## src/sv/pms_pkg.sv

```systemverilog
// ----------------------------------------------------------------------------
// Periodic message scheduler package
// Shared types, command codes and constants of the scheduler.
// ----------------------------------------------------------------------------
package pms_pkg;

  localparam int FUNC_W    = 3;
  localparam int CHAN_W    = 4;
  localparam int KIND_W    = 2;
  localparam int SLOT_IX_W = 2;
  localparam int ID_W      = 11;
  localparam int LEN_W     = 7;
  localparam int CYCLE_W   = 16;
  localparam int CNT_W     = 32;
  localparam int STEP_W    = 8;
  localparam int OFFSET_W  = 8;
  localparam int CFG_IDX_W = 3;
  localparam int ENTRY_W   = 35;
  localparam int OP_W      = 3;

  localparam int ENTRY_REGS = 4;
  localparam int QDEPTH     = 2;

  localparam logic [FUNC_W-1:0] FUNC_TICK    = 3'd0;
  localparam logic [FUNC_W-1:0] FUNC_START   = 3'd1;
  localparam logic [FUNC_W-1:0] FUNC_ENABLE  = 3'd2;
  localparam logic [FUNC_W-1:0] FUNC_DISABLE = 3'd3;
  localparam logic [FUNC_W-1:0] FUNC_INIT    = 3'd4;

  localparam logic [KIND_W-1:0] KIND_TX        = 2'd0;
  localparam logic [KIND_W-1:0] KIND_STATUS    = 2'd1;
  localparam logic [KIND_W-1:0] KIND_SLEEP_ACK = 2'd2;

  localparam logic [CFG_IDX_W-1:0] REG_TICK_STEP    = 3'd0;
  localparam logic [CFG_IDX_W-1:0] REG_START_OFFSET = 3'd1;
  localparam logic [CFG_IDX_W-1:0] REG_OWN_CHANNEL  = 3'd2;
  localparam logic [CFG_IDX_W-1:0] REG_SLOT0        = 3'd3;

  localparam logic [STEP_W-1:0]   TICK_STEP_RST    = 8'd10;
  localparam logic [OFFSET_W-1:0] START_OFFSET_RST = 8'd5;
  localparam logic [CHAN_W-1:0]   OWN_CHANNEL_RST  = 4'd0;

  localparam int RELOAD_EXTRA    = 10;
  localparam int ENABLE_BACKOFF  = 7;
  localparam int DISABLE_BACKOFF = 3;

  typedef logic [OP_W-1:0] op_t;

  localparam op_t OP_TICK    = 3'd0;
  localparam op_t OP_SLEEP   = 3'd1;
  localparam op_t OP_START   = 3'd2;
  localparam op_t OP_ENABLE  = 3'd3;
  localparam op_t OP_DISABLE = 3'd4;
  localparam op_t OP_INIT    = 3'd5;
  localparam op_t OP_REJECT  = 3'd6;

  typedef struct packed {
    logic [LEN_W-1:0]   length;
    logic               fd;
    logic [ID_W-1:0]    id;
    logic [CYCLE_W-1:0] cycle;
  } entry_t;

  typedef struct packed {
    op_t op;
  } cmd_t;

  typedef struct packed {
    logic [STEP_W-1:0]   tick_step;
    logic [OFFSET_W-1:0] start_offset;
  } sched_cfg_t;

  typedef struct packed {
    logic [KIND_W-1:0]    kind;
    logic [SLOT_IX_W-1:0] slot_index;
    logic [ID_W-1:0]      message_id;
    logic [LEN_W-1:0]     message_length;
    logic                 fd_frame;
    logic                 status;
    logic                 last;
  } result_t;

endpackage

```

## src/sv/pms_if.sv

```systemverilog
// ----------------------------------------------------------------------------
// Periodic message scheduler channels
// Valid/ready channels for items, results and register writes.
// ----------------------------------------------------------------------------
interface pms_item_if;
  import pms_pkg::*;
  logic              valid;
  logic              ready;
  logic [FUNC_W-1:0] func;
  logic [CHAN_W-1:0] channel;
  logic              awake;
  modport source (output valid, func, channel, awake, input ready);
  modport sink   (input valid, func, channel, awake, output ready);
endinterface

interface pms_result_if;
  import pms_pkg::*;
  logic                 valid;
  logic                 ready;
  logic [KIND_W-1:0]    kind;
  logic [SLOT_IX_W-1:0] slot_index;
  logic [ID_W-1:0]      message_id;
  logic [LEN_W-1:0]     message_length;
  logic                 fd_frame;
  logic                 status;
  logic                 last;
  modport source (output valid, kind, slot_index, message_id, message_length, fd_frame,
                  status, last, input ready);
  modport sink   (input valid, kind, slot_index, message_id, message_length, fd_frame,
                  status, last, output ready);
endinterface

interface pms_cfg_if;
  import pms_pkg::*;
  logic                 valid;
  logic                 ready;
  logic [CFG_IDX_W-1:0] index;
  logic [ENTRY_W-1:0]   data;
  modport source (output valid, index, data, input ready);
  modport sink   (input valid, index, data, output ready);
endinterface

```

## src/sv/periodic_message_scheduler_unit.sv

```systemverilog
// Start, reject and sleep items give a registered result when taken from the queue; tick,
// enable, disable and init visit one slot counter per cycle while the output is free.
// The slot sequencer, with its single counter adder, ends a slot-scanning item before it
// takes the next command; other items go one per cycle while the output can accept.
// Reset (rst_n low, synchronous): registers to defaults, counters and flags cleared.
// ----------------------------------------------------------------------------
// Periodic message scheduler
// Front end, command queue and slot sequencer of the periodic scheduler.
// ----------------------------------------------------------------------------
module periodic_message_scheduler_unit #(
  parameter int SLOTS = 4
) (
  input  logic         clk,
  input  logic         rst_n,
  pms_item_if.sink     in_ch,
  pms_result_if.source out_ch,
  pms_cfg_if.sink      cfg_ch
);
  import pms_pkg::*;

  logic       push_vld, push_rdy;
  cmd_t       push_cmd;
  logic       pop_vld, pop_rdy;
  cmd_t       pop_cmd;
  sched_cfg_t sched_cfg;
  entry_t     ent [SLOTS];

  pms_front #(.SLOTS(SLOTS)) u_front (
    .clk       (clk),
    .rst_n     (rst_n),
    .in_ch     (in_ch),
    .cfg_ch    (cfg_ch),
    .push_vld  (push_vld),
    .push_rdy  (push_rdy),
    .push_cmd  (push_cmd),
    .sched_cfg (sched_cfg),
    .ent       (ent)
  );

  pms_queue u_queue (
    .clk      (clk),
    .rst_n    (rst_n),
    .push_vld (push_vld),
    .push_rdy (push_rdy),
    .push_cmd (push_cmd),
    .pop_vld  (pop_vld),
    .pop_rdy  (pop_rdy),
    .pop_cmd  (pop_cmd)
  );

  pms_back #(.SLOTS(SLOTS)) u_back (
    .clk       (clk),
    .rst_n     (rst_n),
    .pop_vld   (pop_vld),
    .pop_rdy   (pop_rdy),
    .pop_cmd   (pop_cmd),
    .sched_cfg (sched_cfg),
    .ent       (ent),
    .out_ch    (out_ch)
  );

  a_status_single: assert property (@(posedge clk) disable iff (!rst_n)
    out_ch.valid && out_ch.kind == KIND_STATUS |-> out_ch.last)
    else $error("status result not marked last");

  a_fail_only_status: assert property (@(posedge clk) disable iff (!rst_n)
    out_ch.valid && out_ch.kind != KIND_STATUS |-> !out_ch.status)
    else $error("failure flag outside a status result");

  a_pop_room: assert property (@(posedge clk) disable iff (!rst_n)
    pop_vld && pop_rdy |-> !out_ch.valid || out_ch.ready)
    else $error("command taken with the output register blocked");

  a_unknown_dropped: assert property (@(posedge clk) disable iff (!rst_n)
    in_ch.valid && in_ch.ready && in_ch.func > FUNC_INIT |-> !push_vld)
    else $error("unknown function pushed to the queue");

endmodule

```

## src/sv/pms_front.sv

```systemverilog
// ----------------------------------------------------------------------------
// Scheduler front end
// Holds the configuration registers, accepts items and classifies them.
// ----------------------------------------------------------------------------
module pms_front #(
  parameter int SLOTS = 4
) (
  input  logic                clk,
  input  logic                rst_n,
  pms_item_if.sink            in_ch,
  pms_cfg_if.sink             cfg_ch,
  output logic                push_vld,
  input  logic                push_rdy,
  output pms_pkg::cmd_t       push_cmd,
  output pms_pkg::sched_cfg_t sched_cfg,
  output pms_pkg::entry_t     ent [SLOTS]
);
  import pms_pkg::*;

  logic [STEP_W-1:0]   tick_step_r;
  logic [OFFSET_W-1:0] start_offset_r;
  logic [CHAN_W-1:0]   own_channel_r;
  logic                known;
  logic                cfg_we;

  assign cfg_ch.ready = 1'b1;
  assign cfg_we       = cfg_ch.valid;

  always_ff @(posedge clk) begin
    if (!rst_n) begin
      tick_step_r    <= TICK_STEP_RST;
      start_offset_r <= START_OFFSET_RST;
      own_channel_r  <= OWN_CHANNEL_RST;
    end else if (cfg_we) begin
      case (cfg_ch.index)
        REG_TICK_STEP:    tick_step_r    <= cfg_ch.data[STEP_W-1:0];
        REG_START_OFFSET: start_offset_r <= cfg_ch.data[OFFSET_W-1:0];
        REG_OWN_CHANNEL:  own_channel_r  <= cfg_ch.data[CHAN_W-1:0];
        default: ;
      endcase
    end
  end

  for (genvar k = 0; k < SLOTS; k++) begin : g_entry
    if (k < ENTRY_REGS) begin : g_reg
      entry_t ent_r;
      always_ff @(posedge clk) begin
        if (!rst_n) begin
          ent_r <= '0;
        end else if (cfg_we && cfg_ch.index == CFG_IDX_W'(REG_SLOT0 + k)) begin
          ent_r <= entry_t'(cfg_ch.data);
        end
      end
      assign ent[k] = ent_r;
    end else begin : g_none
      assign ent[k] = '0;
    end
  end

  assign sched_cfg.tick_step    = tick_step_r;
  assign sched_cfg.start_offset = start_offset_r;

  always_comb begin
    known       = in_ch.func inside {[FUNC_TICK:FUNC_INIT]};
    push_cmd.op = OP_START;
    case (in_ch.func)
      FUNC_TICK:    push_cmd.op = in_ch.awake ? OP_TICK : OP_SLEEP;
      FUNC_START:   push_cmd.op = OP_START;
      FUNC_ENABLE:  push_cmd.op = (in_ch.channel == own_channel_r) ? OP_ENABLE : OP_REJECT;
      FUNC_DISABLE: push_cmd.op = (in_ch.channel == own_channel_r) ? OP_DISABLE : OP_REJECT;
      FUNC_INIT:    push_cmd.op = OP_INIT;
      default:      push_cmd.op = OP_START;
    endcase
  end

  // drop unknown functions at the door
  assign in_ch.ready = push_rdy;
  assign push_vld    = in_ch.valid && known;

endmodule

```

## src/sv/pms_queue.sv

```systemverilog
// ----------------------------------------------------------------------------
// Scheduler command queue
// Two-entry queue between the front end and the slot sequencer.
// ----------------------------------------------------------------------------
module pms_queue (
  input  logic          clk,
  input  logic          rst_n,
  input  logic          push_vld,
  output logic          push_rdy,
  input  pms_pkg::cmd_t push_cmd,
  output logic          pop_vld,
  input  logic          pop_rdy,
  output pms_pkg::cmd_t pop_cmd
);
  import pms_pkg::*;

  localparam int PTR_W = $clog2(QDEPTH);
  localparam int CNT_QW = $clog2(QDEPTH + 1);

  cmd_t              mem_r [QDEPTH];
  logic [PTR_W-1:0]  wptr_r, wptr_nxt;
  logic [PTR_W-1:0]  rptr_r, rptr_nxt;
  logic [CNT_QW-1:0] fill_r, fill_nxt;
  logic              do_push, do_pop;

  assign push_rdy = fill_r != CNT_QW'(QDEPTH);
  assign pop_vld  = fill_r != '0;
  assign pop_cmd  = mem_r[rptr_r];
  assign do_push  = push_vld && push_rdy;
  assign do_pop   = pop_vld && pop_rdy;

  always_comb begin
    wptr_nxt = wptr_r;
    rptr_nxt = rptr_r;
    fill_nxt = fill_r;
    if (do_push) begin
      wptr_nxt = (wptr_r == PTR_W'(QDEPTH - 1)) ? '0 : wptr_r + 1'b1;
    end
    if (do_pop) begin
      rptr_nxt = (rptr_r == PTR_W'(QDEPTH - 1)) ? '0 : rptr_r + 1'b1;
    end
    if (do_push && !do_pop) begin
      fill_nxt = fill_r + 1'b1;
    end else if (do_pop && !do_push) begin
      fill_nxt = fill_r - 1'b1;
    end
  end

  always_ff @(posedge clk) begin
    if (!rst_n) begin
      wptr_r <= '0;
      rptr_r <= '0;
      fill_r <= '0;
    end else begin
      wptr_r <= wptr_nxt;
      rptr_r <= rptr_nxt;
      fill_r <= fill_nxt;
    end
  end

  always_ff @(posedge clk) begin
    if (do_push) begin
      mem_r[wptr_r] <= push_cmd;
    end
  end

endmodule

```

## src/sv/pms_back.sv

```systemverilog
// ----------------------------------------------------------------------------
// Scheduler slot sequencer
// Carries out commands, visiting one slot counter per cycle while the output is
// free, and registers the results.
// ----------------------------------------------------------------------------
module pms_back #(
  parameter int SLOTS = 4
) (
  input  logic                clk,
  input  logic                rst_n,
  input  logic                pop_vld,
  output logic                pop_rdy,
  input  pms_pkg::cmd_t       pop_cmd,
  input  pms_pkg::sched_cfg_t sched_cfg,
  input  pms_pkg::entry_t     ent [SLOTS],
  pms_result_if.source        out_ch
);
  import pms_pkg::*;

  localparam int SW     = (SLOTS > 1) ? $clog2(SLOTS) : 1;
  localparam int BSEL_W = 10;
  localparam int SUB_W  = 9;

  localparam logic [1:0] ST_IDLE   = 2'd0;
  localparam logic [1:0] ST_SCAN   = 2'd1;
  localparam logic [1:0] ST_FINISH = 2'd2;

  logic [1:0]       st_r, st_nxt;
  logic [SW-1:0]    slot_r, slot_nxt;
  op_t              op_r, op_nxt;
  logic             reload_r, reload_nxt;
  logic             send_en_r, send_en_nxt;
  logic             asleep_r, asleep_nxt;
  logic [CNT_W-1:0] cnt_r [SLOTS];
  logic [CNT_W-1:0] cnt_nxt;
  logic             cnt_we;
  logic             pend_vld_r, pend_vld_nxt;
  result_t          pend_r, pend_nxt;
  logic             out_vld_r, out_vld_nxt;
  result_t          out_r, out_nxt;

  entry_t           cur;
  logic [CNT_W-1:0] cyc;
  logic             active;
  logic [SUB_W-1:0] start_sub;
  logic [BSEL_W-1:0] bsel;
  logic             use_cyc;
  logic [CNT_W-1:0] add_a;
  logic [CNT_W-1:0] sum;
  logic             due;
  logic             out_free;
  logic             pop;
  result_t          status_ok;

  assign out_free = !out_vld_r || out_ch.ready;
  assign pop_rdy  = (st_r == ST_IDLE) && out_free;
  assign pop      = pop_vld && pop_rdy;

  always_comb begin
    cur       = ent[slot_r];
    cyc       = CNT_W'(cur.cycle);
    active    = cur.cycle != '0;
    start_sub = SUB_W'(sched_cfg.start_offset) + SUB_W'(RELOAD_EXTRA);
    case (op_r)
      OP_ENABLE:  bsel = BSEL_W'(0) - BSEL_W'(ENABLE_BACKOFF);
      OP_DISABLE: bsel = BSEL_W'(0) - BSEL_W'(DISABLE_BACKOFF);
      OP_INIT:    bsel = BSEL_W'(0) - BSEL_W'(start_sub);
      OP_TICK: begin
        if (reload_r && send_en_r) begin
          bsel = BSEL_W'(sched_cfg.tick_step) - BSEL_W'(start_sub);
        end else if (reload_r) begin
          bsel = BSEL_W'(0) - BSEL_W'(start_sub);
        end else begin
          bsel = BSEL_W'(sched_cfg.tick_step);
        end
      end
      default:    bsel = '0;
    endcase
    use_cyc = (op_r != OP_TICK) || reload_r;
    add_a   = use_cyc ? cyc : cnt_r[slot_r];
    sum     = add_a + {{(CNT_W-BSEL_W){bsel[BSEL_W-1]}}, bsel};
    due     = (op_r == OP_TICK) && send_en_r && active && (sum >= cyc);
    cnt_nxt = due ? '0 : sum;
    case (op_r)
      OP_ENABLE, OP_DISABLE: cnt_we = 1'b1;
      OP_INIT:               cnt_we = active;
      OP_TICK:               cnt_we = active && (reload_r || send_en_r);
      default:               cnt_we = 1'b0;
    endcase
    cnt_we = cnt_we && (st_r == ST_SCAN) && out_free;
  end

  always_comb begin
    status_ok      = '0;
    status_ok.kind = KIND_STATUS;
    status_ok.last = 1'b1;

    st_nxt       = st_r;
    slot_nxt     = slot_r;
    op_nxt       = op_r;
    reload_nxt   = reload_r;
    send_en_nxt  = send_en_r;
    asleep_nxt   = asleep_r;
    pend_vld_nxt = pend_vld_r;
    pend_nxt     = pend_r;
    out_vld_nxt  = out_vld_r && !out_ch.ready;
    out_nxt      = out_r;

    case (st_r)
      ST_IDLE: begin
        if (pop) begin
          op_nxt   = pop_cmd.op;
          slot_nxt = '0;
          case (pop_cmd.op)
            OP_SLEEP: begin
              asleep_nxt   = 1'b1;
              out_vld_nxt  = 1'b1;
              out_nxt      = '0;
              out_nxt.kind = KIND_SLEEP_ACK;
              out_nxt.last = 1'b1;
            end
            OP_START: begin
              send_en_nxt = 1'b1;
              out_vld_nxt = 1'b1;
              out_nxt     = status_ok;
            end
            OP_REJECT: begin
              out_vld_nxt    = 1'b1;
              out_nxt        = status_ok;
              out_nxt.status = 1'b1;
            end
            OP_TICK: begin
              reload_nxt = asleep_r;
              asleep_nxt = 1'b0;
              st_nxt     = ST_SCAN;
            end
            OP_ENABLE: begin
              send_en_nxt = 1'b1;
              st_nxt      = ST_SCAN;
            end
            OP_DISABLE, OP_INIT: begin
              send_en_nxt = 1'b0;
              st_nxt      = ST_SCAN;
            end
            default: ;
          endcase
        end
      end
      ST_SCAN: begin
        if (out_free) begin
          if (due) begin
            if (pend_vld_r) begin
              out_vld_nxt = 1'b1;
              out_nxt     = pend_r;
            end
            pend_vld_nxt            = 1'b1;
            pend_nxt                = '0;
            pend_nxt.kind           = KIND_TX;
            pend_nxt.slot_index     = SLOT_IX_W'(slot_r);
            pend_nxt.message_id     = cur.id;
            pend_nxt.message_length = cur.length;
            pend_nxt.fd_frame       = cur.fd;
          end
          if (slot_r == SW'(SLOTS - 1)) begin
            st_nxt = ST_FINISH;
          end else begin
            slot_nxt = slot_r + 1'b1;
          end
        end
      end
      ST_FINISH: begin
        if (out_free) begin
          if (op_r == OP_TICK) begin
            if (pend_vld_r) begin
              out_vld_nxt  = 1'b1;
              out_nxt      = pend_r;
              out_nxt.last = 1'b1;
            end
          end else begin
            out_vld_nxt = 1'b1;
            out_nxt     = status_ok;
          end
          pend_vld_nxt = 1'b0;
          st_nxt       = ST_IDLE;
        end
      end
      default: st_nxt = ST_IDLE;
    endcase
  end

  always_ff @(posedge clk) begin
    if (!rst_n) begin
      st_r       <= ST_IDLE;
      slot_r     <= '0;
      op_r       <= OP_TICK;
      reload_r   <= 1'b0;
      send_en_r  <= 1'b0;
      asleep_r   <= 1'b0;
      pend_vld_r <= 1'b0;
      out_vld_r  <= 1'b0;
    end else begin
      st_r       <= st_nxt;
      slot_r     <= slot_nxt;
      op_r       <= op_nxt;
      reload_r   <= reload_nxt;
      send_en_r  <= send_en_nxt;
      asleep_r   <= asleep_nxt;
      pend_vld_r <= pend_vld_nxt;
      out_vld_r  <= out_vld_nxt;
    end
  end

  always_ff @(posedge clk) begin
    pend_r <= pend_nxt;
    out_r  <= out_nxt;
  end

  always_ff @(posedge clk) begin
    if (!rst_n) begin
      for (int k = 0; k < SLOTS; k++) begin
        cnt_r[k] <= '0;
      end
    end else if (cnt_we) begin
      cnt_r[slot_r] <= cnt_nxt;
    end
  end

  assign out_ch.valid          = out_vld_r;
  assign out_ch.kind           = out_r.kind;
  assign out_ch.slot_index     = out_r.slot_index;
  assign out_ch.message_id     = out_r.message_id;
  assign out_ch.message_length = out_r.message_length;
  assign out_ch.fd_frame       = out_r.fd_frame;
  assign out_ch.status         = out_r.status;
  assign out_ch.last           = out_r.last;

endmodule
```

## src/flat_wrapper.sv

```systemverilog
// flat-port wrapper written by rule: the top's interface ports become plain ports
module periodic_message_scheduler_unit_flat import pms_pkg::*;
#(
  parameter int SLOTS = 4
)
  (clk, rst_n, in_ch_valid, in_ch_func, in_ch_channel, in_ch_awake, in_ch_ready, out_ch_valid, out_ch_kind, out_ch_slot_index, out_ch_message_id, out_ch_message_length, out_ch_fd_frame, out_ch_status, out_ch_last, out_ch_ready, cfg_ch_valid, cfg_ch_index, cfg_ch_data, cfg_ch_ready);
  pms_item_if in_ch_i ();
  pms_result_if out_ch_i ();
  pms_cfg_if cfg_ch_i ();
  input  logic clk;
  input  logic rst_n;
  input wire logic [$bits(in_ch_i.valid)-1:0] in_ch_valid;
  input wire logic [$bits(in_ch_i.func)-1:0] in_ch_func;
  input wire logic [$bits(in_ch_i.channel)-1:0] in_ch_channel;
  input wire logic [$bits(in_ch_i.awake)-1:0] in_ch_awake;
  output wire logic [$bits(in_ch_i.ready)-1:0] in_ch_ready;
  output wire logic [$bits(out_ch_i.valid)-1:0] out_ch_valid;
  output wire logic [$bits(out_ch_i.kind)-1:0] out_ch_kind;
  output wire logic [$bits(out_ch_i.slot_index)-1:0] out_ch_slot_index;
  output wire logic [$bits(out_ch_i.message_id)-1:0] out_ch_message_id;
  output wire logic [$bits(out_ch_i.message_length)-1:0] out_ch_message_length;
  output wire logic [$bits(out_ch_i.fd_frame)-1:0] out_ch_fd_frame;
  output wire logic [$bits(out_ch_i.status)-1:0] out_ch_status;
  output wire logic [$bits(out_ch_i.last)-1:0] out_ch_last;
  input wire logic [$bits(out_ch_i.ready)-1:0] out_ch_ready;
  input wire logic [$bits(cfg_ch_i.valid)-1:0] cfg_ch_valid;
  input wire logic [$bits(cfg_ch_i.index)-1:0] cfg_ch_index;
  input wire logic [$bits(cfg_ch_i.data)-1:0] cfg_ch_data;
  output wire logic [$bits(cfg_ch_i.ready)-1:0] cfg_ch_ready;
  assign in_ch_i.valid = in_ch_valid;
  assign in_ch_i.func = in_ch_func;
  assign in_ch_i.channel = in_ch_channel;
  assign in_ch_i.awake = in_ch_awake;
  assign in_ch_ready = in_ch_i.ready;
  assign out_ch_valid = out_ch_i.valid;
  assign out_ch_kind = out_ch_i.kind;
  assign out_ch_slot_index = out_ch_i.slot_index;
  assign out_ch_message_id = out_ch_i.message_id;
  assign out_ch_message_length = out_ch_i.message_length;
  assign out_ch_fd_frame = out_ch_i.fd_frame;
  assign out_ch_status = out_ch_i.status;
  assign out_ch_last = out_ch_i.last;
  assign out_ch_i.ready = out_ch_ready;
  assign cfg_ch_i.valid = cfg_ch_valid;
  assign cfg_ch_i.index = cfg_ch_index;
  assign cfg_ch_i.data = cfg_ch_data;
  assign cfg_ch_ready = cfg_ch_i.ready;
  periodic_message_scheduler_unit #(.SLOTS(SLOTS)) u_core (.clk(clk), .rst_n(rst_n), .in_ch(in_ch_i), .out_ch(out_ch_i), .cfg_ch(cfg_ch_i));
endmodule
```

## config.mk

```make
export PLATFORM = sky130hd
export DESIGN_NAME = periodic_message_scheduler_unit_flat
export DESIGN_NICKNAME = d
export VERILOG_FILES = /design/src/sv/pms_pkg.sv /design/src/sv/pms_if.sv /design/src/sv/periodic_message_scheduler_unit.sv /design/src/sv/pms_front.sv /design/src/sv/pms_queue.sv /design/src/sv/pms_back.sv /design/src/flat_wrapper.sv
export SDC_FILE = /design/constraint.sdc
export NUM_CORES = 1
export LEC_CHECK = 0
export BUFFER_PORTS_ARGS = -buffer_cell sky130_fd_sc_hd__buf_2
export CORE_UTILIZATION = 28
export CTS_BUF_LIST = sky130_fd_sc_hd__clkbuf_4
export DETAILED_ROUTE_END_ITERATION = 7
export GPL_ROUTABILITY_DRIVEN = 1
export PLACE_DENSITY_LB_ADDON = 0.2
export SLEW_MARGIN = 20
export SYNTH_ARGS = -nofsm -noshare
export SYNTH_HDL_FRONTEND = slang
export SYNTH_HIERARCHICAL = 1
export SYNTH_SLANG_ARGS = --single-unit
export TNS_END_PERCENT = 10
```

## constraint.sdc

```tcl
create_clock -name clk -period 7.25 [get_ports clk]
set_clock_uncertainty 0.1 [all_clocks]
set_input_delay 1.45 -clock clk [delete_from_list [all_inputs] [get_ports clk]]
set_output_delay 1.45 -clock clk [all_outputs]
set_load 0.01 [all_outputs]
```

# ---- Word level (Yosys, flattened, before mapping)
# Memory sizes are Yosys's and may differ from the RTL's. A register that Yosys moved wholly into a read port is not among the register bits.
# Index checks and enable logic that the tools add are counted.
dict set report classes {
  addsub 9
  magnitude_cmp 4
  eq_ne 33
  mux 63
  bitwise 1
  reduce_logical 58
}
# operator count
set op_table {}
lappend op_table {{25-bit 2-to-1 mux} 7}
lappend op_table {{25-bit case mux with 3 select lines} 2}
lappend op_table {{32-bit 2-to-1 mux} 3}
lappend op_table {{35-bit binary-select mux with 2-bit select} 1}
lappend op_table {{35-bit 2-to-1 mux} 2}
lappend op_table {{10-bit case mux with 4 select lines} 1}
lappend op_table {{32-bit adder} 1}
lappend op_table {{32-bit by 16-bit greater-or-equal comparator with 1-bit output} 1}
lappend op_table {{32-bit OR reduction} 1}
lappend op_table {{2-bit 2-to-1 mux} 14}
lappend op_table {{3-bit == test (second input constant)} 9}
lappend op_table {{1-bit 2-to-1 mux} 22}
lappend op_table {{3-bit by 2-bit == test with 1-bit output (second input constant)} 7}
lappend op_table {{10-bit 2-to-1 mux} 2}
lappend op_table {{1-bit logical AND} 19}
lappend op_table {{16-bit nonzero test} 1}
lappend op_table {{2-bit inequality test (second input constant)} 7}
lappend op_table {{3-bit zero test} 4}
lappend op_table {{3-bit case mux with 4 select lines} 1}
lappend op_table {{3-bit AND reduction} 4}
lappend op_table {{2-bit nonzero test} 6}
lappend op_table {{1-bit by 9-bit subtractor with 10-bit output (first input constant)} 1}
lappend op_table {{8-bit by 9-bit subtractor with 10-bit output} 1}
lappend op_table {{8-bit by 4-bit adder with 9-bit output (second input constant)} 1}
lappend op_table {{other kinds (30)} 50}
dict set report totals {
  regBits 222
  ramBits 134
  in_bits 51
  output_inout_bits 28
  elab_cells 211
  memories 2
}
# memory depth word_bits read_ports rd_clocked_by_memory_dff wr line_no
set mem_list {}
lappend mem_list {u_core.u_back.cnt_r 4 32 1 1 4 pms_back.sv:34} ;# logic [CNT_W-1:0] cnt_r [SLOTS];
lappend mem_list {u_core.u_queue.mem_r 2 3 1 1 1 pms_queue.sv:20} ;# cmd_t mem_r [QDEPTH];

# ---- Longest topological paths before layout
# Gate-level depths: netlist (run 1).
dict set report logic_depth {
  depth_word 14
  depth_mapped 34
}

# ---- Modules after synthesis
# Netlist (run 1), hierarchy kept.
# mod instances cells_each area_per_inst_um2
set by_module_without_submodules {}
lappend by_module_without_submodules {pms_back 1 1193 12967.4}
lappend by_module_without_submodules {pms_front 1 713 6199.7}
lappend by_module_without_submodules {pms_queue 1 33 456.7}

# ---- Worst setup path before layout (run 1)
# No wires, ideal clock.
dict set report synth_timing {
  kind {reg2reg}
  start {reg u_core.u_front.start_offset_r[1]}
  end {reg u_core.u_back.out_r (netlist bit u_core/u_back/out_ch.fd_frame), enable pin}
  setup_ns 0.372
  t_arrival_ns 7.434
  setup_slack_ns -0.656
  stages_incl_launch_ff 30
  path_buffers 4
  synth_period_minus_slack_ns 7.906
  cell_sequence {dfxtp_1 > ha_1 > buf_2 > xor2_1 > ha_1 > and2_1 > a311oi_2 > a311oi_1 > a2111oi_0 > nor2_1 > o21bai_1 > ha_1 > buf_4 > a21oi_4 > o21ai_1 > or3_1 > o21a_1 > xnor2_1 > inv_1 > ha_1 > a21o_1 > a21o_1 > a221oi_1 > nand4_1 > nor4b_1 > nand4_1 > and2_1 > buf_6 > buf_2 > o21a_1}
}
dict set report synth_via {
  elab_chain_cells 10
  word_cells_on_any_way 11
  classes_between {add/sub (4); order compare (1); eq/ne (1); mux (3); reduce/logical (2)}
}
# item line_no
set synth_lines {}
lappend synth_lines {{start: declaration} pms_front.sv:21} ;# logic [OFFSET_W-1:0] start_offset_r;
lappend synth_lines {{start signal: assignment} pms_front.sv:37} ;# REG_START_OFFSET: start_offset_r <= cfg_ch.data[OFFSET_W-1:0];
lappend synth_lines {{8-bit by 4-bit adder with 9-bit output *} pms_back.sv:63} ;# start_sub = SUB_W'(sched_cfg.start_offset) + SUB_W'(RELOAD_EXTRA);
lappend synth_lines {{1-bit by 9-bit subtractor with 10-bit output} {pms_back.sv:67, pms_back.sv:72}}
lappend synth_lines {{10-bit 2-to-1 mux} pms_back.sv:71} ;# end else if (reload_r) begin
lappend synth_lines {{10-bit 2-to-1 mux} pms_back.sv:69} ;# if (reload_r && send_en_r) begin
lappend synth_lines {{10-bit case mux with 4 select lines *} pms_back.sv:64} ;# case (op_r)
lappend synth_lines {{32-bit adder *} pms_back.sv:81} ;# sum = add_a + {{(CNT_W-BSEL_W){bsel[BSEL_W-1]}}, bsel};
lappend synth_lines {{32-bit by 16-bit greater-or-equal comparator with 1-bit output *} pms_back.sv:82} ;# due = (op_r == OP_TICK) && send_en_r && active && (sum >= cyc);
lappend synth_lines {{1-bit logical AND *} pms_back.sv:82}
lappend synth_lines {{2-bit inequality test (no line) *} n/a}
lappend synth_lines {{8-bit AND reduction (no line) *} n/a}
lappend synth_lines {{end signal: assignment} pms_back.sv:215} ;# out_r <= out_nxt;
lappend synth_lines {{end: declaration} pms_back.sv:40} ;# result_t out_r, out_nxt;
# Mark *: on every way between the ends. The rest lies on a longest branch, timed or not.
# A chain may end at the register's enable or synchronous reset.

==> metrics.cfg, run 1 <==
[status]
status=finished clean

[pwr]
p_clk_share_pct=23.9
swShare_pct=41.38
ir_worst_vdd_mv=0.1467
power.total_w=0.008026
power.density_mw_per_mm2=348.5
p_leak_nw=8.046
p_sw_w=0.003321
pwr-share-comb_pct=46.1
seq_power_share_pct=30.0
p_int_w=0.004705

[synthesis]
synth-xor-area-share_pct=2.091
muxShareOfSynthArea_pct=9.149
syn_area_mm2=0.01962
ys_seq_area_share_pct=45.80
synthTopCellsByArea=edfxtp_1 28%, dfxtp_1 18%, mux4_2 7.7%
synth_top_family_by_area=simple AND/OR/NAND/NOR gates
synth_top_area_share_pct=27.54
ys_seq_elements=359
yosysTopAreaCell=edfxtp_1
yosysMostFrequentCell=nand2_1
syn-num-nets=2053
synthFlopType=edfxtp_1
yosys_warnings=6
synth_edf_count=180
syn_inst=1939
avgSynthCellArea_um2=10.12
synth-simple-area-share_pct=19.48
synthArstFlopShare_pct=0
yosysUniqueCellTypes=84
synth_commonest_cells=376 x nand2_1, 180 x edfxtp_1, 179 x dfxtp_1, 104 x a21boi_0, 78 x nor4_1
synth_compound_area_share_pct=14.45
synth_fa_ha_area_share_pct=4.093

[sta]
setup_viol=0
hold_viol_final=0
finalSetupTns_ps=0
max_freq_ghz=0.1433
whs_ps=352.3
slew_headroom_pct=16.19
rsz0062_at_grt=yes
drv_slew=0
tightest_slew_ps=1257
period_share_pct=96.26
period_needed_ps=6979

[critical_path]
crit_slowest_cell=ha_1
cp_max_fo=8
critPathArrivalTime_ps=7470
worstSetupPathType=register to register
startpoint_type=register
crit_path_max_incr_delay_ps=400
crit_buf_inv=2
critPathCaptureType=register
crit_required_ps=7740
cpLargestDelayFamily=compound AO/OA/AOI/OAI gates

[routing]
wl_met1_mm=26.52
drt_first_pass_iters=7
wirelength_mm=58.46
antenna_left=0
drtIter0Drc=980
dr_wl_met3_mm=2.406
num_vias=15330
drcViolationCount=0
routedWlPerCell_um=19.04
viasPerCell=4.993
top_layer=met5
met2_length_mm=28.54

[die]
die_area_mm2=0.07115
placementRows=96
die_h_um=266.7
core_mm2=0.06895
die-width_um=266.7
io_pins=79
initial_core_util_pct=28.46

[clocking]
clk_path_buf_depth=3
cts_tree=built
clk_pin_slew_ps=60
root_buffer=clkbuf_4
numCtsBuffers=101
clock_sinks=359
htreeDepth=3
hold_buffers=0
clk_latency_ps=900

[placement]
dp_hpwl_mm=37.54
io_buffers=77
post_dp_cell_area_mm2=0.02106
place.gp.congestion=0.8617

[global_routing]
grt_overflow_total=0
grt_pass1_vias=15420
grtUsageTotal_pct=16.43
antenna_found_initial=5
grt_pass1_wl_mm=90.02
grt_start_max_net_pins=90

[finish]
regArea_mm2=0.008994
multiInputGateArea_mm2=0.01021
fin_util_pct=33.40
final_area_mm2=0.02303
final_layout_size_suffix_gt1_share_pct=24.81
syn_to_final_growth_pct=17.35
fill_cells=7182
final_nets=2162

[min_path]
holdCritPathClass=register to register

[run]
maxCapViolCount=0

==> tightest hold or removal path, cell delays in order (launching register included) <==
cell and delay, ps:
dfxtp_1 300, nand2_1 50, a21boi_1 50
==> sequential cells by signal, indices dropped and copies added, names as in the netlist, 2 cells and up, named ones only <==
name                                 count
u_core/u_back/slot_r                     2
u_core/u_front/ent                     140
u_core/u_back/out_ch.message_id         11
u_core/u_back/st_r                       2
u_core/u_back/pend_r                    21
u_core/u_front/tick_step_r               8
u_core/u_front/own_channel_r             4
u_core/u_back/out_ch.slot_index          2
u_core/u_back/out_ch.kind                2
u_core/u_back/out_ch.message_length      7
u_core/u_back/cnt_r                    128
u_core/u_queue/mem_r                     6
u_core/u_front/start_offset_r            8
u_core/u_back/op_r                       3
u_core/u_queue/fill_r                    2
==> kinds of logic after synthesis <==
family | after synthesis
buffers and inverters | 208
DFF | 359
muxes | 95
AOI/OAI and AO/OA | 410
xor gates and xnor gates | 46
other | 1
and+or+nand+nor | 757
adders and majority gates | 63
==> layout make-up <==
cell class,count,area share [%]
Clock inverter,24,0.5270
Timing Repair Buffer,152,4.635
Clock buffer,163,5.314
Tap cell,931,5.058
Antenna cell,7,0.07607
Inverter,61,0.9943
Sequential cell,359,39.05
Multi-Input combinational cell,1373,44.34
==> final timing paths <==
| kind | endpoint | from | cells past startpoint | slack, ps |
|---|---|---|---|---|
| max | u_core/u_back/cnt_r[2][28]$_SDFFCE_PN0P_ | u_core/u_front/start_offset_r[1]$_SDFFE_PN0P_ | 30 | 270 |
| min | u_core/u_front/ent[81]$_SDFFE_PN0P_ | u_core/u_front/ent[81]$_SDFFE_PN0P_ | 2 | 350 |
| max reg2reg | u_core/u_back/cnt_r[2][28]$_SDFFCE_PN0P_ | u_core/u_front/start_offset_r[1]$_SDFFE_PN0P_ | 30 | 270 |
| min reg2reg | u_core/u_front/ent[81]$_SDFFE_PN0P_ | u_core/u_front/ent[81]$_SDFFE_PN0P_ | 2 | 350 |
==> per-stage QoR <==
stage               setup WS, ps  instances
detailed placement        -249.2       2862
global route              -86.51       3070
finish                     271.1       3070
floorplan                  7.275       1939
CTS                        14.51       3051
global placement          -49.37       2862
==> power by group through the flow <==
stage                     sequential, W  clock (W)  combinational (W)
final                           0.00241    0.00192            0.00370
after global routing            0.00243    0.00211            0.00407
after CTS                       0.00242    0.00200            0.00350
after detailed placement        0.00246          0            0.00343
after global placement          0.00246          0            0.00341
after floorplan                 0.00244          0            0.00233
==> layer usage <==
metal | track usage [%] | vias to the layer above
met1 | 21.43 | 7577
met5 | 0 | -
li1 | - | 7363
met4 | 4.784 | 6
met3 | 3.248 | 79
met2 | 27.37 | 302
==> placed cells by master (no fill, tap or decap), types with 12 or more instances in the layout <==
cell,n
nand2_1,376
edfxtp_1,180
dfxtp_1,175
clkbuf_4,163
a21boi_0,104
buf_2,76
buf_4,67
mux4_2,67
nor2_1,63
o21ai_0,62
inv_1,61
a21oi_1,58
ha_1,56
nor4_2,47
nor4_1,44
a21boi_1,44
nor3_1,41
and2_1,34
and3_1,26
mux2i_1,22
xnor2_1,22
a21o_1,19
clkinv_1,18
xor2_1,18
nand3_1,18
nor2b_1,17
o21ai_1,17
nand4_1,15
a211oi_1,13
o21a_1,12
==> timing repair <==
action	in CTS	in global routing
buffers inserted	1	9
endpoints found under the setup margin	170	170
gates resized for setup	12	75
pin swaps	1	19
cloned	1	3
No activity file was read; power rests on OpenSTA's default activity.
==> run 2: changes to the inputs <==
- MAX_ROUTING_LAYER: not set -> met4
==> run 2 against run 1 <==
  * Sequential power about the same
  * Global-route usage rose by 0.49 points
  * Largest cell class unchanged
  * Combinational power rose by 3%
  * First-iteration DRC count is 6.7% lower
  * Critical path depth shrank 2
  * Cell count grew 0.36%
  * Utilization increased by 0.32 points
  * Total power increased by 1.5%
  * Sequential cell count unchanged
  * Via count increased by 0.82%
  * Fmax decreased by 0.41%
  * Hold slack about the same
==> metrics.cfg, run 2 (same netlist as run 1, synthesis figures left out) <==
[clocking]
cts_tree=built  ; unchanged
clk_latency_ps=900  ; about the same
clk_path_buf_depth=3  ; unchanged
clk_pin_slew_ps=60  ; about the same
root_buffer=clkbuf_4  ; unchanged
htreeDepth=3  ; unchanged
clock_sinks=359  ; unchanged
numCtsBuffers=101  ; unchanged

[sta]
whs_ps=352.3  ; about the same
period_needed_ps=7007  ; was 6979 ps
tightest_slew_ps=1257  ; about the same
slew_headroom_pct=16.17  ; was 16.19%
finalSetupTns_ps=0  ; unchanged
max_freq_ghz=0.1427  ; was 0.1433 GHz
drv_slew=0  ; unchanged
setup_viol=0  ; unchanged
hold_viol_final=0  ; unchanged
worst_slack_ps=242.6  ; was 271.1 ps
period_share_pct=96.65  ; was 96.26%

[placement]
io_buffers=77  ; unchanged
place.gp.congestion=0.8756  ; was 0.8617
dp_hpwl_mm=37.54  ; unchanged
post_dp_cell_area_mm2=0.02106  ; unchanged
dp_slack_ps=-249.2  ; unchanged

[die]
die_h_um=266.7  ; unchanged
die_area_mm2=0.07115  ; unchanged
core_mm2=0.06895  ; unchanged
placementRows=96  ; unchanged
io_pins=79  ; unchanged
die-width_um=266.7  ; unchanged
initial_core_util_pct=28.46  ; unchanged

[routing]
num_vias=15450  ; was 15330
drcViolationCount=0  ; unchanged
wirelength_mm=59.16  ; was 58.46 mm
antenna_left=0  ; unchanged
viasPerCell=5.016  ; was 4.993
drt_first_pass_iters=5  ; was 7
routedWlPerCell_um=19.20  ; was 19.04 um
drtIter0Drc=914  ; was 980

[critical_path]
cp_max_fo=11  ; was 8
crit_required_ps=7780  ; was 7740 ps
critPathCaptureType=register  ; unchanged
crit_slowest_cell=or3_4  ; was ha_1
crit_path_max_incr_delay_ps=390  ; was 400 ps
r2r_start=u_core/u_front/start_offset_r[1]$_SDFFE_PN0P_  ; unchanged
worstSetupPathType=register to register  ; unchanged
critPathArrivalTime_ps=7540  ; was 7470 ps
critPathLaunch=u_core/u_front/start_offset_r[1]$_SDFFE_PN0P_  ; unchanged
startpoint_type=register  ; unchanged
crit_buf_inv=4  ; was 2
cpLargestDelayFamily=simple AND/OR/NAND/NOR gates  ; was compound AO/OA/AOI/OAI gates

[global_routing]
grt.busiest_layer=met2  ; unchanged
grt_start_max_net_pins=90  ; unchanged
grt_pass1_wl_mm=90.02  ; about the same
grtUsageTotal_pct=16.92  ; was 16.43%
antenna_found_initial=5  ; unchanged
grt_overflow_total=0  ; unchanged
groute.layer.met1.usage_pct=21.42  ; was 21.43%
met3_usage_pct=3.358  ; was 3.248%
gr-usage-met2_pct=27.39  ; was 27.37%
grt_pass1_vias=15420  ; about the same

[pwr]
p_clk_share_pct=23.5  ; was 23.9%
swShare_pct=41.38  ; about the same
p_sw_w=0.003372  ; was 0.003321 W
power.density_mw_per_mm2=350.5  ; was 348.5 mW/mm2
p_leak_nw=8.104  ; was 8.046 nW
pwr-share-comb_pct=46.9  ; was 46.1%
ir_worst_vdd_mv=0.1535  ; was 0.1467 mV
p_int_w=0.004776  ; was 0.004705 W
seq_power_share_pct=29.6  ; was 30.0%

[finish]
final_layout_size_suffix_gt1_share_pct=25.97  ; was 24.81%
largest_reg_flops=140  ; unchanged
final_nets=2171  ; was 2162
final_area_mm2=0.02325  ; was 0.02303 mm2
syn_to_final_growth_pct=18.46  ; was 17.35%
mostFrequentLayoutCells=376 x nand2_1, 180 x edfxtp_1, 174 x dfxtp_1  ; was 376 x nand2_1, 180 x edfxtp_1, 175 x dfxtp_1
fin_util_pct=33.72  ; was 33.40%
final_common_cell=nand2_1  ; unchanged

[min_path]
hp-start=u_core/u_front/ent[81]$_SDFFE_PN0P_  ; unchanged
holdCritPathClass=register to register  ; unchanged

[status]
status=finished clean  ; unchanged

[run]
maxCapViolCount=0  ; unchanged

run 2: cell types whose count changed in the layout (fill, tap and decap cells not counted), moves of 4 or more:
| cell | change |
|---|---|
| a21oi_1 | -4 |
| buf_4 | +6 |
| a21oi_2 | +4 |
| ha_1 | -4 |
| ha_4 | +4 |
run 2: through the flow:
stage	total power [W]	instances
6_report	0.008148	3081
5_1_grt	0.008727	3081
4_1_cts	0.007917	3051
3_5_place_dp	0.005893	2862
3_3_place_gp	0.005868	2862
2_1_floorplan	0.004770	1939
run 2: worst register-to-register path: cells and delay by family, from the launching register on:
| family | cells | cell delay [ps] |
|---|---|---|
| AO/OA/AOI/OAI | 8 | 1510 |
| buffers and inverters | 4 | 570 |
| XOR/XNOR | 2 | 400 |
| adder cells (fa/ha/maj) | 4 | 890 |
| AND/OR/NAND/NOR | 10 | 2900 |
| flip-flops | 1 | 380 |
run 2: layout make-up:
| type | instances | area (um2) |
|---|---|---|
| flip-flops and latches | 359 | 8997 |
| clock inverters | 24 | 121.4 |
| repair buffers | 160 | 1140 |
| inverters | 61 | 229.0 |
| fillers | 7160 | 45700 |
| well taps | 931 | 1165 |
| clock buffers | 163 | 1224 |
| diodes | 9 | 22.52 |
| multi-input cells | 1374 | 10350 |
run 2: path summary, 6_finish.rpt:
check                                             end  slack, ps  depth (start not counted)
min reg2reg       u_core/u_front/ent[81]$_SDFFE_PN0P_        350                          2
max reg2reg  u_core/u_back/cnt_r[1][10]$_SDFFCE_PN0P_        240                         28
min               u_core/u_front/ent[81]$_SDFFE_PN0P_        350                          2
max          u_core/u_back/cnt_r[1][10]$_SDFFCE_PN0P_        240                         28
run 2: power groups by stage:
stage / Sequential [W] / Clock, W / Combinational [W]
final: 0.00241 / 0.00192 / 0.00382
after global routing: 0.00243 / 0.00211 / 0.00419
after CTS: 0.00242 / 0.00200 / 0.00350
after detailed placement: 0.00246 / 0 / 0.00343
after global placement: 0.00246 / 0 / 0.00341
after floorplan: 0.00244 / 0 / 0.00233
run 2: layer usage:
metal / wire length (um) / share of wire (%)
met5: 0 / 0
met4: 922 / 1.6
met3: 2667 / 4.5
met2: 28900 / 49
met1: 26670 / 45
run 2: what timing repair did:
action                     in CTS  in global routing
cloned                          1                  5
resized for setup              12                104
setup endpoints to repair     170                170
buffers inserted                1                 16
hold buffers                    0                  0
pin swaps                       1                 30
